==> src/fpdf_pkg.sv <==
// ---------------------------------------------------------------------------
// fpdf_pkg: shared types and constants of the decimal text formatter
// Field widths, character codes, sequencer states and the cell control group.
// ---------------------------------------------------------------------------
package fpdf_pkg;

   localparam int VALUE_W      = 32;
   localparam int UNITS_W      = 4;
   localparam int DECS_W       = 4;
   localparam int POS_W        = 5;
   localparam int CHAR_W       = 8;
   localparam int DIGIT_W      = 4;
   localparam int NUM_DIGITS   = 10;
   localparam int DIG_IDX_W    = $clog2(NUM_DIGITS);
   localparam int REQ_DATA_W   = 48;
   localparam int RSP_DATA_W   = 16;

   localparam int MAX_UNITS    = 10;
   localparam int MAX_DECIMALS = 10;

   localparam logic [CHAR_W-1:0] CH_ZERO  = 8'h30;
   localparam logic [CHAR_W-1:0] CH_POINT = 8'h2E;
   localparam logic [CHAR_W-1:0] CH_SPACE = 8'h20;
   localparam logic [CHAR_W-1:0] CH_NUL   = 8'h00;

   typedef enum logic [2:0] {
      ST_IDLE,
      ST_CONVERT,
      ST_UNITS,
      ST_POINT,
      ST_DECS,
      ST_TERM
   } state_type;

   typedef struct packed {
      logic clear;
      logic shift;
   } cell_ctl_type;

endpackage

==> src/fpdf_bcd_cell.sv <==
// ---------------------------------------------------------------------------
// fpdf_bcd_cell: one decimal digit of the shift-and-add-three chain
// Corrects its digit when five or more, shifts in the neighbor's bit and
// hands its top bit to the next cell up.
// ---------------------------------------------------------------------------
module fpdf_bcd_cell
   import fpdf_pkg::*;
(
   input  logic               clock,
   input  cell_ctl_type       ctl,
   input  logic               carry_in,
   output logic               carry_out,
   output logic [DIGIT_W-1:0] digit
);

   logic [DIGIT_W-1:0] digit_ff;
   logic [DIGIT_W-1:0] digit_in;
   logic [DIGIT_W-1:0] corr;

   assign corr      = (digit_ff >= DIGIT_W'(5)) ? digit_ff + DIGIT_W'(3) : digit_ff;
   assign carry_out = corr[DIGIT_W-1];
   assign digit     = digit_ff;

   always_comb begin
      digit_in = digit_ff;
      if (ctl.clear) begin
         digit_in = '0;
      end else if (ctl.shift) begin
         digit_in = {corr[DIGIT_W-2:0], carry_in};
      end
   end

   always_ff @(posedge clock) begin
      digit_ff <= digit_in;
   end

endmodule

==> src/fixed_point_decimal_formatter.sv <==
// ---------------------------------------------------------------------------
// fixed_point_decimal_formatter: fixed-width decimal text of a 32-bit value
// The value is shifted bit by bit through the digit cell chain, then the
// characters go out through the output register, one character per cycle
// while the response side takes them.
// A new request is taken only in idle, once the last character of the
// previous run has gone into the single character output register.
// Reset: synchronous, clears the sequencer and the response valid; no sweep.
// ---------------------------------------------------------------------------
module fixed_point_decimal_formatter
   import fpdf_pkg::*;
(
   input  logic                  clock,
   input  logic                  reset,
   input  logic                  req_tvalid,
   output logic                  req_tready,
   // value[31:0], unit_digits[35:32], decimal_digits[39:36], no_point[40],
   // pad_spaces[41], null_terminate[42], zero[47:43]
   input  logic [REQ_DATA_W-1:0] req_tdata,
   output logic                  rsp_tvalid,
   input  logic                  rsp_tready,
   // position[4:0], character[12:5], zero[15:13]
   output logic [RSP_DATA_W-1:0] rsp_tdata,
   output logic                  rsp_tlast
);

   localparam int CNT_W = $clog2(VALUE_W);
   localparam logic [CNT_W-1:0] CNT_LAST = CNT_W'(VALUE_W - 1);

   state_type state_ff, state_in;

   logic [VALUE_W-1:0]   val_ff;
   logic [CNT_W-1:0]     cnt_ff;
   logic [UNITS_W-1:0]   units_ff, ucnt_ff;
   logic [DECS_W-1:0]    decs_ff, dcnt_ff;
   logic                 nopt_ff, pad_ff, term_ff, lead_ff;
   logic [POS_W-1:0]     pos_ff, didx_ff;
   logic                 rsp_valid_ff;
   logic [POS_W-1:0]     rsp_pos_ff;
   logic [CHAR_W-1:0]    rsp_char_ff;
   logic                 rsp_last_ff;

   logic                 req_fire, emit_fire, out_free, emitting;
   logic [VALUE_W-1:0]   in_value;
   logic [UNITS_W-1:0]   in_units, units_clamp;
   logic [DECS_W-1:0]    in_decs, decs_clamp;
   logic                 in_nopt, in_pad, in_term;

   logic [DIGIT_W-1:0]   digits [NUM_DIGITS];
   logic [NUM_DIGITS-1:0] carry;
   cell_ctl_type         cell_ctl;
   logic [DIGIT_W-1:0]   cur_digit;
   logic [CHAR_W-1:0]    emit_char;
   logic                 emit_last, emit_space;

   assign in_value = req_tdata[31:0];
   assign in_units = req_tdata[35:32];
   assign in_decs  = req_tdata[39:36];
   assign in_nopt  = req_tdata[40];
   assign in_pad   = req_tdata[41];
   assign in_term  = req_tdata[42];

   always_comb begin
      units_clamp = in_units;
      if (in_units == '0) begin
         units_clamp = UNITS_W'(1);
      end else if (in_units > UNITS_W'(MAX_UNITS)) begin
         units_clamp = UNITS_W'(MAX_UNITS);
      end
      decs_clamp = in_decs;
      if (in_nopt) begin
         decs_clamp = '0;
      end else if (in_decs > DECS_W'(MAX_DECIMALS)) begin
         decs_clamp = DECS_W'(MAX_DECIMALS);
      end
   end

   assign req_tready = (state_ff == ST_IDLE);
   assign req_fire   = req_tvalid && req_tready;
   assign out_free   = !rsp_valid_ff || rsp_tready;
   assign emitting   = (state_ff == ST_UNITS) || (state_ff == ST_POINT) ||
                       (state_ff == ST_DECS) || (state_ff == ST_TERM);
   assign emit_fire  = emitting && out_free;

   assign cell_ctl.clear = req_fire;
   assign cell_ctl.shift = (state_ff == ST_CONVERT);

   for (genvar i = 0; i < NUM_DIGITS; i++) begin : g_cell
      fpdf_bcd_cell u_cell (
         .clock     (clock),
         .ctl       (cell_ctl),
         .carry_in  ((i == 0) ? val_ff[VALUE_W-1] : carry[(i == 0) ? 0 : i-1]),
         .carry_out (carry[i]),
         .digit     (digits[i])
      );
   end

   assign cur_digit = (didx_ff < POS_W'(NUM_DIGITS)) ?
                      digits[didx_ff[DIG_IDX_W-1:0]] : '0;

   // next state
   always_comb begin
      state_in = state_ff;
      case (state_ff)
         ST_IDLE: begin
            if (req_fire) state_in = ST_CONVERT;
         end
         ST_CONVERT: begin
            if (cnt_ff == CNT_LAST) state_in = ST_UNITS;
         end
         ST_UNITS: begin
            if (emit_fire && ucnt_ff == UNITS_W'(1)) begin
               if (!nopt_ff)     state_in = ST_POINT;
               else if (term_ff) state_in = ST_TERM;
               else              state_in = ST_IDLE;
            end
         end
         ST_POINT: begin
            if (emit_fire) begin
               if (decs_ff != '0) state_in = ST_DECS;
               else if (term_ff)  state_in = ST_TERM;
               else               state_in = ST_IDLE;
            end
         end
         ST_DECS: begin
            if (emit_fire && dcnt_ff == DECS_W'(1)) begin
               state_in = term_ff ? ST_TERM : ST_IDLE;
            end
         end
         ST_TERM: begin
            if (emit_fire) state_in = ST_IDLE;
         end
         default: state_in = ST_IDLE;
      endcase
   end

   // outputs
   always_comb begin
      emit_char  = CH_NUL;
      emit_last  = 1'b0;
      emit_space = 1'b0;
      case (state_ff)
         ST_UNITS: begin
            emit_space = pad_ff && lead_ff && (ucnt_ff > UNITS_W'(1)) &&
                         (cur_digit == '0);
            emit_char  = emit_space ? CH_SPACE : CH_ZERO + CHAR_W'(cur_digit);
            emit_last  = (ucnt_ff == UNITS_W'(1)) && nopt_ff && !term_ff;
         end
         ST_POINT: begin
            emit_char = CH_POINT;
            emit_last = (decs_ff == '0) && !term_ff;
         end
         ST_DECS: begin
            emit_char = CH_ZERO + CHAR_W'(cur_digit);
            emit_last = (dcnt_ff == DECS_W'(1)) && !term_ff;
         end
         ST_TERM: begin
            emit_char = CH_NUL;
            emit_last = 1'b1;
         end
         default: begin
            emit_char = CH_NUL;
         end
      endcase
   end

   always_ff @(posedge clock) begin
      if (reset) begin
         state_ff     <= ST_IDLE;
         rsp_valid_ff <= 1'b0;
      end else begin
         state_ff <= state_in;
         if (emit_fire) begin
            rsp_valid_ff <= 1'b1;
         end else if (rsp_tready) begin
            rsp_valid_ff <= 1'b0;
         end
      end
   end

   always_ff @(posedge clock) begin
      if (req_fire) begin
         val_ff   <= in_value;
         cnt_ff   <= '0;
         units_ff <= units_clamp;
         decs_ff  <= decs_clamp;
         nopt_ff  <= in_nopt;
         pad_ff   <= in_pad;
         term_ff  <= in_term;
      end else if (state_ff == ST_CONVERT) begin
         val_ff <= {val_ff[VALUE_W-2:0], 1'b0};
         cnt_ff <= cnt_ff + CNT_W'(1);
      end
      if (state_ff == ST_CONVERT && cnt_ff == CNT_LAST) begin
         ucnt_ff <= units_ff;
         dcnt_ff <= decs_ff;
         didx_ff <= POS_W'(units_ff) + POS_W'(decs_ff) - POS_W'(1);
         pos_ff  <= '0;
         lead_ff <= 1'b1;
      end else if (emit_fire) begin
         pos_ff <= pos_ff + POS_W'(1);
         if (state_ff == ST_UNITS) begin
            ucnt_ff <= ucnt_ff - UNITS_W'(1);
            didx_ff <= didx_ff - POS_W'(1);
            lead_ff <= emit_space;
         end
         if (state_ff == ST_DECS) begin
            dcnt_ff <= dcnt_ff - DECS_W'(1);
            didx_ff <= didx_ff - POS_W'(1);
         end
      end
      if (emit_fire) begin
         rsp_pos_ff  <= pos_ff;
         rsp_char_ff <= emit_char;
         rsp_last_ff <= emit_last;
      end
   end

   assign rsp_tvalid = rsp_valid_ff;
   assign rsp_tdata  = {(RSP_DATA_W - POS_W - CHAR_W)'(0), rsp_char_ff, rsp_pos_ff};
   assign rsp_tlast  = rsp_last_ff;

endmodule

==> config.mk <==
export PLATFORM = sky130hd
export DESIGN_NAME = fixed_point_decimal_formatter
export DESIGN_NICKNAME = d
export VERILOG_FILES = /design/src/fpdf_pkg.sv /design/src/fpdf_bcd_cell.sv /design/src/fixed_point_decimal_formatter.sv
export SDC_FILE = /design/constraint.sdc
export NUM_CORES = 1
export LEC_CHECK = 0
export BUFFER_PORTS_ARGS = -buffer_cell sky130_fd_sc_hd__buf_2
export CORE_UTILIZATION = 65
export CTS_BUF_LIST = sky130_fd_sc_hd__clkbuf_4
export CTS_CLUSTER_SIZE = 28
export DETAILED_ROUTE_END_ITERATION = 10
export PLACE_DENSITY = 0.87
export SLEW_MARGIN = 15
export SYNTH_ARGS = -nofsm -noshare
export SYNTH_HDL_FRONTEND = slang
export SYNTH_SLANG_ARGS = --single-unit
==> constraint.sdc <==
create_clock -name clock -period 4 [get_ports clock]
set_input_delay 0.2 -clock clock [delete_from_list [all_inputs] [get_ports clock]]
set_output_delay 0.2 -clock clock [all_outputs]
set_load 0.01 [all_outputs]
======== Yosys cells after proc, flatten, opt, wreduce, memory -nomap -nowiden ========
Cells that the tools add are included.
cells by class
  add/sub/neg operators ................... 18
  order comparisons ....................... 15
  eq/ne operators ......................... 14
  mux-type cells .......................... 43
  bitwise operators ....................... 1
  reduce and logical (&&, ||, !) cells .... 36
operators with widths
  cell                                                                   count
  4-bit two-way mux                                                      20
  32-bit two-way mux                                                     2
  4-bit by 3-bit >= comparator with 1-bit output, second input constant  10
  4-bit by 2-bit adder with 4-bit output, second input constant          9
  3-bit two-way mux                                                      10
  8-bit one-hot mux with 3 select lines                                  1
  5-bit two-way mux                                                      4
  3-bit one-hot mux with 6 select lines                                  1
  4-bit binary-select mux with 4-bit select                              1
  1-bit logical AND                                                      12
  4-bit logical NOT                                                      3
  5-bit by 1-bit adder with 5-bit output, second input constant          2
  2-bit nonzero test                                                     5
  5-bit by 1-bit subtractor with 5-bit output, second input constant     2
  4-bit by 1-bit == test with 1-bit output, second input constant        2
  4-bit > comparator, second input constant                              2
  8-bit two-way mux                                                      1
  2-bit by 1-bit != test with 1-bit output, second input constant        4
  2-bit AND reduction                                                    4
  4-bit by 1-bit subtractor with 4-bit output, second input constant     2
  6-bit by 4-bit adder with 7-bit output, first input constant           1
  3-bit by 2-bit == test with 1-bit output, second input constant        2
  3-bit == test, second input constant                                   2
  6-bit AND reduction                                                    1
  17 further kinds                                                       24
word-level totals
  bits in registers ....................... 125
  input bits .............................. 52
  output and inout bits ................... 19
  word-level logic and storage cells ...... 156

======== Logic depth before layout (Yosys ltp) ========
Gate-level depths: netlist (run 1).
  word-level depth ........................ 9
  depth in mapped cells ................... 9
  depth with buffers taken out ............ 9

======== By module ========
A second synthesis (run 1) with hierarchy kept.
second synthesis, totals
  cells, all modules ...................... 690
  area, all modules ....................... 7,053.0 µm²
by module, submodules not included
  module                         instances  cells an instance  area each (µm²)  seq. area each (µm²)
  fixed_point_decimal_formatter  1          380                4,450.5          2,342.2
  fpdf_bcd_cell                  10         31                 260.2            80.1

======== Worst setup path after synthesis (run 1) ========
Ideal clock, no wire load.
  path kind ............................... flip-flop to flip-flop
  from .................................... reg state_ff[0]
  to ...................................... reg val_ff[0] (enable)
  setup time .............................. 394 ps
  arrival ................................. 2,180 ps
  required time ........................... 3,606 ps
  slack ................................... 1,426 ps
  cell stages (with the launch flop) ...... 7
  path buffers ............................ 3
  period minus slack after synthesis ...... 2,574 ps
  cell sequence ........................... dfxtp_1 -> clkbuf_1 -> nor3_1 -> and2_1 -> buf_2 -> buf_2 -> nand2b_1
on the way
  longest elaborated chain between the ends .. 3
  elaborated cells on any way between the ends .. 4
  classes of those cells .................. 1 x eq/ne; 3 x reduce/logical
ends and longest elaborated chain
  item                          line                                  text
  start, declared               fixed_point_decimal_formatter.sv:30   state_type state_ff, state_in;
  start signal, assigned        fixed_point_decimal_formatter.sv:172  state_ff <= state_in;
  3-bit logical NOT             fixed_point_decimal_formatter.sv:78   assign req_tready = (state_ff == ST_IDLE);
  via req_tready                fixed_point_decimal_formatter.sv:16   output logic req_tready,
  1-bit logical AND             fixed_point_decimal_formatter.sv:79   assign req_fire = req_tvalid && req_tready;
  2-bit nonzero test (no line)  n/a
  end signal, assigned          fixed_point_decimal_formatter.sv:183  val_ff <= in_value;
  end signal, assigned          fixed_point_decimal_formatter.sv:191  val_ff <= {val_ff[VALUE_W-2:0], 1'b0};
  end, declared                 fixed_point_decimal_formatter.sv:32   logic [VALUE_W-1:0] val_ff;
The timed path passes the listed nets, and every way through them passes these cells.
A chain may end at the register's enable or synchronous reset.

======== Final worst setup path (run 1) ========
  from .................................... reg state_ff[0]
  to ...................................... reg didx_ff[0] (enable)
on the way
  longest elaborated chain between the ends .. 7
  elaborated cells on any way between the ends .. 13
  classes of those cells .................. 5 x eq/ne; 8 x reduce/logical
ends and longest elaborated chain
  item                                                         line                                                                       text
  3-bit by 2-bit == test with 1-bit output (on tied branches)  fixed_point_decimal_formatter.sv:81, fixed_point_decimal_formatter.sv:202
  1-bit logical OR (2 in series)                               fixed_point_decimal_formatter.sv:81                                        assign emitting = (state_ff == ST_UNITS) || (state_ff == ST_POINT) ||
  1-bit logical OR                                             fixed_point_decimal_formatter.sv:82                                        (state_ff == ST_DECS) || (state_ff == ST_TERM);
  1-bit logical AND                                            fixed_point_decimal_formatter.sv:83                                        assign emit_fire = emitting && out_free;
  2-bit nonzero test (no line)                                 n/a
  2-bit AND reduction (no line) *                              n/a
  end signal, assigned                                         fixed_point_decimal_formatter.sv:197                                       didx_ff <= POS_W'(units_ff) + POS_W'(decs_ff) - POS_W'(1);
  end signal, assigned                                         fixed_point_decimal_formatter.sv:204                                       didx_ff <= didx_ff - POS_W'(1);
  end signal, assigned                                         fixed_point_decimal_formatter.sv:209                                       didx_ff <= didx_ff - POS_W'(1);
  end, declared                                                fixed_point_decimal_formatter.sv:37                                        logic [POS_W-1:0] pos_ff, didx_ff;
Every way passes the cells marked *; elsewhere a longest branch is shown, timed or not.

==> metrics list, run 1 <==
- In this run the worst path has a maximum fanout of 37.
* Sw Ratio: a little over a third
- A synthesized cell averages just over 10 µm².
- H-tree depth reported by CTS: 4
- Counting cells, the worst reg-to-reg path comes to 4.
- Across the run, the number of max-cap violations was 0.
- The first global-routing pass estimated 25000 µm of wire.
* FF-to-FF Start: state_ff[0]
- Layout overhead on the synthesized area: 17.9%
- In this run the deepest clock path goes through 2 buffers.
- Summed over all cells, the static leakage comes to just over 3 nW.
- Simple-gate share of the synthesized area: 12.2%
- CTS Buf Count: 17
* Largest vdd supply drop: around 0.36 mV
- The internal portion of the total power is 2.94 mW.
- Overflow left after global routing: 0
- Gate count of the mapped netlist: between 600 and 700
- After detailed routing, the number of remaining DRC violations is 0.
- The critical path ends at didx_ff[0].
* Launching element of the worst setup path: state_ff[0]
* Worst Path Required: between 4 and 5 ns
- Of the available clock period, the critical path in the final layout requires 65.3%.
* Weighted congestion reported at the end of routability-driven placement: 0.820
* DP HPWL: around 8600 µm
- Fill cell instance count of the final layout: about 530
* Share of synthesized registers carrying an async set or reset: 0%
* Count of pins on the block boundary: 71
- The number of endpoints with negative hold slack in the final report was 0.
- The number of antenna violations at the first check in global routing came to 0.
* Synthesized flop and latch total: between 100 and 150
* Remaining max-slew budget at the tightest pin: 37.3%
* Worst hold slack: ~0.04 ns
- Die Area: between 10000 and 15000 µm²
- The total area inside the core boundary comes to approximately 9400 µm².
- Between clock sinks in the finished design, the worst skew comes to between 0.02 and 0.03 ns.
- Clock-pin slew reported for the worst setup and hold paths after clock tree synthesis: ~0.12 ns
* Via/cell ratio: about 5.9
- The number of pins exceeding their max-slew limit in the final report was 0.
* Vias in the first global route: between 5000 and 6000
- The post-route netlist has between 15 and 20% of its cells at a drive strength greater than 1.
- The worst path needs 2.61 ns of the cycle, external delays included.
* Power density over cell area: approximately 600 nW/µm²
- Part of the power in combinational logic: about 31%
- Seq/Total Area, Yosys: 48.7%
- Fraction of power consumed by the clock network: between 20% and 30%
* Setup TNS: 0 ns
- Post-route ant nets: 0
- Number of clock sinks seen by CTS: around 120
* Wire per inst: 17.3 µm
- Clock Latency Late Sink: approximately 0.53 ns
* Clock tree root driver cell: sky130_fd_sc_hd__clkbuf_4
- For the pin with the worst max-slew slack, the measured transition is roughly 0.94 ns.
- The min-delay analysis places its worst path in the category primary input to flip-flop.
* Setup Fix Bufs, Post-CTS: 0
- The detailed router finished its first iteration with ~450 violations.
* # rows: 35
- The critical path is of the flip-flop to flip-flop type.
- Initial cell density of the core: about two thirds
- Entering global routing, the biggest net connects 52 pins.
- The detailed router placed around 5200 vias in this run.
* CTS tree: done
- Before antenna repair, the detailed router went through 5 iterations.
* Capture instance of the worst register-to-register path: didx_ff[0]
- Compound-gate portion of the synthesized area: a little over an eighth
* Number of enable-type register cells in the synthesized netlist: 68
- Proportion of power drawn by flip-flops and latches: 45.5%
* Post-synthesis mux area share: a little under a tenth
* Power, Total: 4.51 mW
* Number of I/O port buffers: 60
- Data arrives at the worst endpoint at between 2 and 3 ns.
- Switching power: between 1.5 and 2 mW
- Category of the worst setup path launch point: flip-flop
- Most frequently used flop master after synthesis: sky130_fd_sc_hd__edfxtp_1
* Count of synthesis-stage warnings from yosys: 0
- For this block, the routed nets add up to 15200 µm of wire.
- Slack of the worst reg-to-reg path: 1.39 ns
* Netlist cell types: approximately 50
- Derived from the worst setup path, the maximum achievable clock frequency is ~0.38 GHz.
- Global routing used between 30% and 40% of the available tracks across all layers.
- Share of synthesized cell area in full adder, half adder and majority cells: just over 7%
- Setup repair after global routing missed its margin: no
- The synthesized netlist devotes ~3.9% of its cell area to XOR and XNOR gates.
- Post-layout net count: roughly 830
- Measured along the y axis, the die boundary spans 102 µm.
- Combinational family with the most area after synthesis: compound AO/OA/AOI/OAI gates
* Netlist area before placement: 6450 µm²
- # setup viols final: 0
- The run finished with clean final reports.
* Die span in x: ~100 µm
* Count of antenna diodes in the layout: 0
- Nature of the critical path endpoint: flip-flop
==> metrics by stage <==
step / std cells / util (%) / worst slack [ns] / area, µm²
global route: 880 / 80.8 / 1.20 / 7600
floorplan: 643 / - / 1.43 / 6460
global placement: 803 / 72.2 / 1.47 / 6800
detailed placement: 803 / 72.2 / 1.46 / 6800
CTS: 879 / 80.7 / 1.45 / 7590
finish: 880 / 80.8 / 1.39 / 7600
==> cells in the mapped netlist (4+ instances only) <==
cell type,n,area (µm²)
sky130_fd_sc_hd__buf_4,6,45.0
sky130_fd_sc_hd__o21ai_0,25,125
sky130_fd_sc_hd__o32ai_1,9,78.8
sky130_fd_sc_hd__nand2_1,45,169
sky130_fd_sc_hd__ha_1,35,438
sky130_fd_sc_hd__nand2b_1,13,81.3
sky130_fd_sc_hd__edfxtp_1,68,2040
sky130_fd_sc_hd__a21oi_1,67,335
sky130_fd_sc_hd__buf_2,10,50.1
sky130_fd_sc_hd__xnor2_1,13,114
sky130_fd_sc_hd__nor3_1,5,25.0
sky130_fd_sc_hd__nand4_1,4,25.0
sky130_fd_sc_hd__dfxtp_1,55,1100
sky130_fd_sc_hd__nand3_1,10,50.1
sky130_fd_sc_hd__o22ai_1,19,119
sky130_fd_sc_hd__clkbuf_1,16,60.1
sky130_fd_sc_hd__nor2b_1,5,31.3
sky130_fd_sc_hd__inv_1,44,165
sky130_fd_sc_hd__nor2_1,77,289
sky130_fd_sc_hd__o31ai_1,6,45.0
sky130_fd_sc_hd__xor2_1,16,140
sky130_fd_sc_hd__o211ai_1,5,37.5
sky130_fd_sc_hd__mux2_2,36,405
sky130_fd_sc_hd__mux4_2,4,90.1
sky130_fd_sc_hd__mux2i_1,9,90.1
==> layout make-up <==
cell class / count / area [µm²] / share of cell area [%]
flip-flops and latches: 123 / 3140 / 41.3
multi-input cells: 440 / 2980 / 39.2
repair buffers: 112 / 803 / 10.6
clock inverters: 14 / 218 / 2.86
inverters: 44 / 165 / 2.17
well taps: 129 / 161 / 2.12
clock buffers: 18 / 135 / 1.78
==> flip-flops by register name, summed over array words and instances, names as in the netlist <==
register	count
decs_ff	4
cnt_ff	5
val_ff	32
pos_ff	5
term_ff	1
state_ff	3
nopt_ff	1
rsp_char_ff	6
g_cell.u_cell.digit	40
ucnt_ff	4
lead_ff	1
didx_ff	5
pad_ff	1
rsp_pos_ff	5
dcnt_ff	4
units_ff	4
rsp_tlast	1
rsp_tvalid	1
==> worst min path at each step <==
stage / start / endpoint / slack, ns / cells after the start
CTS: req_tdata[3] / val_ff[3] / 0.002 / 2
finish: req_tdata[18] / val_ff[18] / 0.04 / 2
global placement: req_tdata[42] / term_ff / 0.38 / 1
detailed placement: req_tdata[42] / term_ff / 0.38 / 1
floorplan: reset / rsp_tvalid / 0.27 / 1
global route: req_tdata[18] / val_ff[18] / 0.01 / 2
==> worst max-delay path, cell delays in order, from the launching register on <==
cell	delay, ns
sky130_fd_sc_hd__dfxtp_1	0.73
sky130_fd_sc_hd__and2_1	0.21
sky130_fd_sc_hd__buf_4	0.37
sky130_fd_sc_hd__nand2_1	0.49
sky130_fd_sc_hd__o31ai_1	0.40
==> kinds of logic (layout without fill, tap and decap cells) <==
family                   after synthesis  in the layout
XOR/XNOR                              29             29
adder cells (fa/ha/maj)               36             36
other                                  1              5
buffers and inverters                 80            188
AND/OR/NAND/NOR                      174            174
multiplexers                          49             49
flip-flops                           123            123
AO/OA/AOI/OAI                        147            147
==> layout by cell type, fill, tap and decap left out, drive strengths merged, types with 13 or more instances in the layout <==
cell type / instances
nand2b: 13
xnor2: 13
clkbuf: 18
edfxtp: 68
o22ai: 19
dlygate4sd3: 45
xor2: 16
a21oi: 67
dfxtp: 55
nor2: 77
ha: 35
mux2: 36
nand2: 45
o21ai: 26
inv: 47
buf: 67
==> per-layer routing <==
metal / GRT usage [%] / vias up / wire length (µm) / share of wire [%]
met5: 0 / - / 0 / 0
met4: 15.9 / 0 / 537 / 3.5
met3: 6.97 / 49 / 1120 / 7.4
met2: 56.4 / 263 / 7700 / 51
met1: 36.0 / 2395 / 5830 / 38
li1: - / 2460 / - / -
==> power by group through the flow <==
stage | Clock, mW | Sequential [mW] | Combinational, mW
after floorplan | 0 | 1.96 | 1.04
after detailed placement | 0 | 2.05 | 1.29
after global placement | 0 | 2.02 | 1.23
after global routing | 1.14 | 2.08 | 1.52
final | 1.08 | 2.05 | 1.38
after CTS | 1.07 | 2.02 | 1.34
==> repair_timing <==
action | CTS | global route
endpoints found under the hold margin | 45 | 1
hold buffers | 44 | 1
resized for setup | 0 | 0
No activity file was read; power rests on OpenSTA's default activity.
==> run 2: changes to the inputs <==
--- a/config.mk
+++ b/config.mk
@@ -6,11 +6,11 @@
 export NUM_CORES = 1
 export LEC_CHECK = 0
 export BUFFER_PORTS_ARGS = -buffer_cell sky130_fd_sc_hd__buf_2
-export CORE_UTILIZATION = 65
+export CORE_UTILIZATION = 55
 export CTS_BUF_LIST = sky130_fd_sc_hd__clkbuf_4
 export CTS_CLUSTER_SIZE = 28
 export DETAILED_ROUTE_END_ITERATION = 10
-export PLACE_DENSITY = 0.87
+export PLACE_DENSITY = 0.79
 export SLEW_MARGIN = 15
 export SYNTH_ARGS = -nofsm -noshare
 export SYNTH_HDL_FRONTEND = slang
==> constraint.sdc (replaced) <==
create_clock -name clock -period 2.3 [get_ports clock]
set_input_delay 0.115 -clock clock [delete_from_list [all_inputs] [get_ports clock]]
set_output_delay 0.115 -clock clock [all_outputs]
set_load 0.01 [all_outputs]
==> run 2 against run 1 <==
  * Worst hold slack improved by 0.068 ns
  * Count of clock-buffer cells in the layout increased by 1
  * Sequential cell count unchanged
  * First-iteration DRC count decreased by 30%
  * Routed wire length decreased by 10%
  * Fmax increased by 26%
  * Final area increased by 0.43%
  * Critical path type unchanged
  * Clock power increased by 34%
==> metrics list, run 2 (same netlist as run 1, synthesis figures left out) <==
- Via/cell ratio: 5.44
- Setup CP Type: flip-flop to flip-flop
* # setup viols final: 0
* Static leakage: slightly above 3 nW
- Clock tree buffer depth: 2
- Largest vdd supply drop: ~0.96 mV
- Proportion of power drawn by flip-flops and latches: 46.5%
* Routed Wire Length: roughly 14000 µm
* Die Area: 12200 µm²
* Commonest non-fill, non-tap cell in the layout: sky130_fd_sc_hd__nor2_1
- Max-Cap Viols: 0
* Post-route ant nets: 0
* Switching power: 2.55 mW
* Number of clock sinks seen by CTS: between 100 and 150
- Chip height: 110 µm
- Count of pins on the block boundary: 71
* Highest attainable clock frequency: about 0.48 GHz
* Nature of the critical path endpoint: flip-flop
- The core region is 11400 µm².
- Cells fill roughly 67% of the core in the end.
- Counting cells, the worst reg-to-reg path comes to 6.
* DP HPWL: around 8600 µm
- Sw Ratio: 34.4%
- CP max stage delay: a little over 0.5 ns
* H-tree depth reported by CTS: 4
- Of all nets on the critical path, the largest fanout is 4.
* Slack of the worst reg-to-reg path: approximately 0.23 ns
- Number of I/O port buffers: 60
- Category of the worst setup path launch point: flip-flop
- From synthesis to final layout, the design area changed by 18.4%.
* Die span in x: approximately 110 µm
* Fill cell instance count of the final layout: ~840
- Crit path DAT: roughly 2.3 ns
* Routed vias: ~4900
- The flow ran to the end, and the final reports show no timing, DRC or antenna violations.
* Clock tree root driver cell: sky130_fd_sc_hd__clkbuf_4
- The placed instances occupy a cell area of roughly 6900 µm².
- Headroom to the max-slew limit came out at roughly 42%.
- The internal power of the cells totals 4.85 mW.
* Worst Path Buf+Inv: 1
- At the pin with the least slew margin, the transition time is 0.856 ns.
* Hold Startpoint: req_tdata[38]
- Setup repair after global routing left no endpoint under its margin.
* Clock Latency Late Sink: ~0.51 ns
* Setup TNS: 0 ns
- The detailed router finished its first iteration with around 320 violations.
- Counting I/O delays and the setup requirement, the final critical path takes 2.07 ns.
* Worst Path Required: ~2.6 ns
- Most prevalent standard cell on the critical path: sky130_fd_sc_hd__o22ai_1
- Final standard cell area without fillers: 7640 µm²
- The register with the most flip-flops in the layout has 40 of them.
- In this run, the combinational gates consume around a third of the power.
* Capture instance of the worst register-to-register path: rsp_char_ff[4]
- # rows: 39
- In this run the power density over the cells is roughly 970 nW/µm².
* Layout cell share with drive strength beyond 1: 20.2%
* Vias in the first global route: about 4700
- In this design, the largest share of critical-path delay is due to multiplexers.
* Library cell contributing the largest single delay on the critical path: sky130_fd_sc_hd__mux4_2
- TritonCTS built the clock tree.
- Wire per inst: about 15 µm
- For this configuration, the core starts out at a cell density of about 56%.
- Drc violations: 0
- CTS Buf Count: 17
- The library cells used most frequently in the layout, excluding fill and tap cells, are 77 x sky130_fd_sc_hd__nor2_1, 68 x sky130_fd_sc_hd__edfxtp_1, 67 x sky130_fd_sc_hd__a21oi_1.
- The pre-antenna-repair detailed-routing pass consisted of 4 iterations.
- Largest net degree at the start of global routing: between 50 and 60
- Weighted congestion reported at the end of routability-driven placement: ~0.84
* Overflow left after global routing: 0
* Final-report hold violation count: 0
* Count of antenna diodes in the layout: 0
- The number of pins exceeding their max-slew limit in the final report was 0.
- Initial antenna violation count: 0
- At the end of the flow, the number of nets in the layout was 836.
- FF-to-FF Start: didx_ff[0]
* Worst min-delay path category: primary input to flip-flop
* Worst clock skew: 0.0144 ns
- Cell Chain, Critical Path: buf_4, mux4_2, o22ai_1, o22ai_1, nor4_2, o21ai_1
- Global routing used 22.8% of the available tracks across all layers.
- Final period utilization: about 90%
* Fraction of power consumed by the clock network: between 10% and 20%
- Number of cells traversed by the worst hold path: 3
* First-pass GRT wire length: 21200 µm
* Power, Total: roughly 7.4 mW
* Hold worst-path end: decs_ff[0]
- Clock-pin slew was measured on the worst setup and hold paths at 0.11 ns.
[run 2: worst max path at each step]
stage / from / to / slack (ns) / cells past startpoint
after floorplan: state_ff[0] / val_ff[0] / 0.09 / 6
after global placement: didx_ff[0] / rsp_char_ff[4] / 0.20 / 6
after detailed placement: didx_ff[0] / rsp_char_ff[4] / 0.17 / 6
after CTS: didx_ff[0] / rsp_char_ff[4] / 0.15 / 6
after global routing: didx_ff[0] / lead_ff / 0.11 / 7
final: didx_ff[0] / rsp_char_ff[4] / 0.23 / 6
[run 2: worst min-delay path, delay by kind of cell]
| kind | cells | cell delay [ns] |
|---|---|---|
| AND/OR/NAND/NOR | 1 | 0.16 |
| buffers and inverters | 1 | 0.09 |
| AO/OA/AOI/OAI | 1 | 0.08 |
[run 2: through the flow]
stage / worst slack (ns) / hold WS, ns / cells
2_1_floorplan: 0.0920 / 0.184 / 643
3_3_place_gp: 0.196 / 0.291 / 823
3_5_place_dp: 0.174 / 0.294 / 823
4_1_cts: 0.149 / 0.0271 / 903
5_1_grt: 0.108 / 0.0787 / 904
6_report: 0.229 / 0.107 / 904
[run 2: power groups by stage]
stage	logic, mW	clock network, mW	registers [mW]
after floorplan	1.81	0	3.40
after global placement	2.32	0	3.45
after detailed placement	2.41	0	3.49
after CTS	2.49	1.48	3.44
after global routing	2.76	1.57	3.51
final	2.51	1.45	3.44
[run 2: layer usage]
metal	wire length [µm]	part of all wire (%)	up-vias	track usage, %
met4	203	1.5	0	7.80
met2	6910	51	120	41.3
met1	5930	44	2308	26.6
met5	0	0	-	0
li1	-	-	2473	-
met3	544	4.0	18	4.59
[run 2: cell type report]
class                   instances  area, µm²  share of cell area (%)
inverters                      44        165                    2.16
flip-flops and latches        123       3140                    41.2
repair buffers                122        898                    11.8
multi-input cells             440       2980                    39.0
well taps                     143        179                    2.34
clock buffers                  19        143                    1.87
clock inverters                13        128                    1.67
[run 2: what timing repair did]
item | 4_1_cts | 5_1_grt
endpoints found under the hold margin | 47 | 0
setup endpoints to repair | 0 | 1
hold buffers | 48 | 0
resized for setup | 0 | 0
buffers inserted | 0 | 1
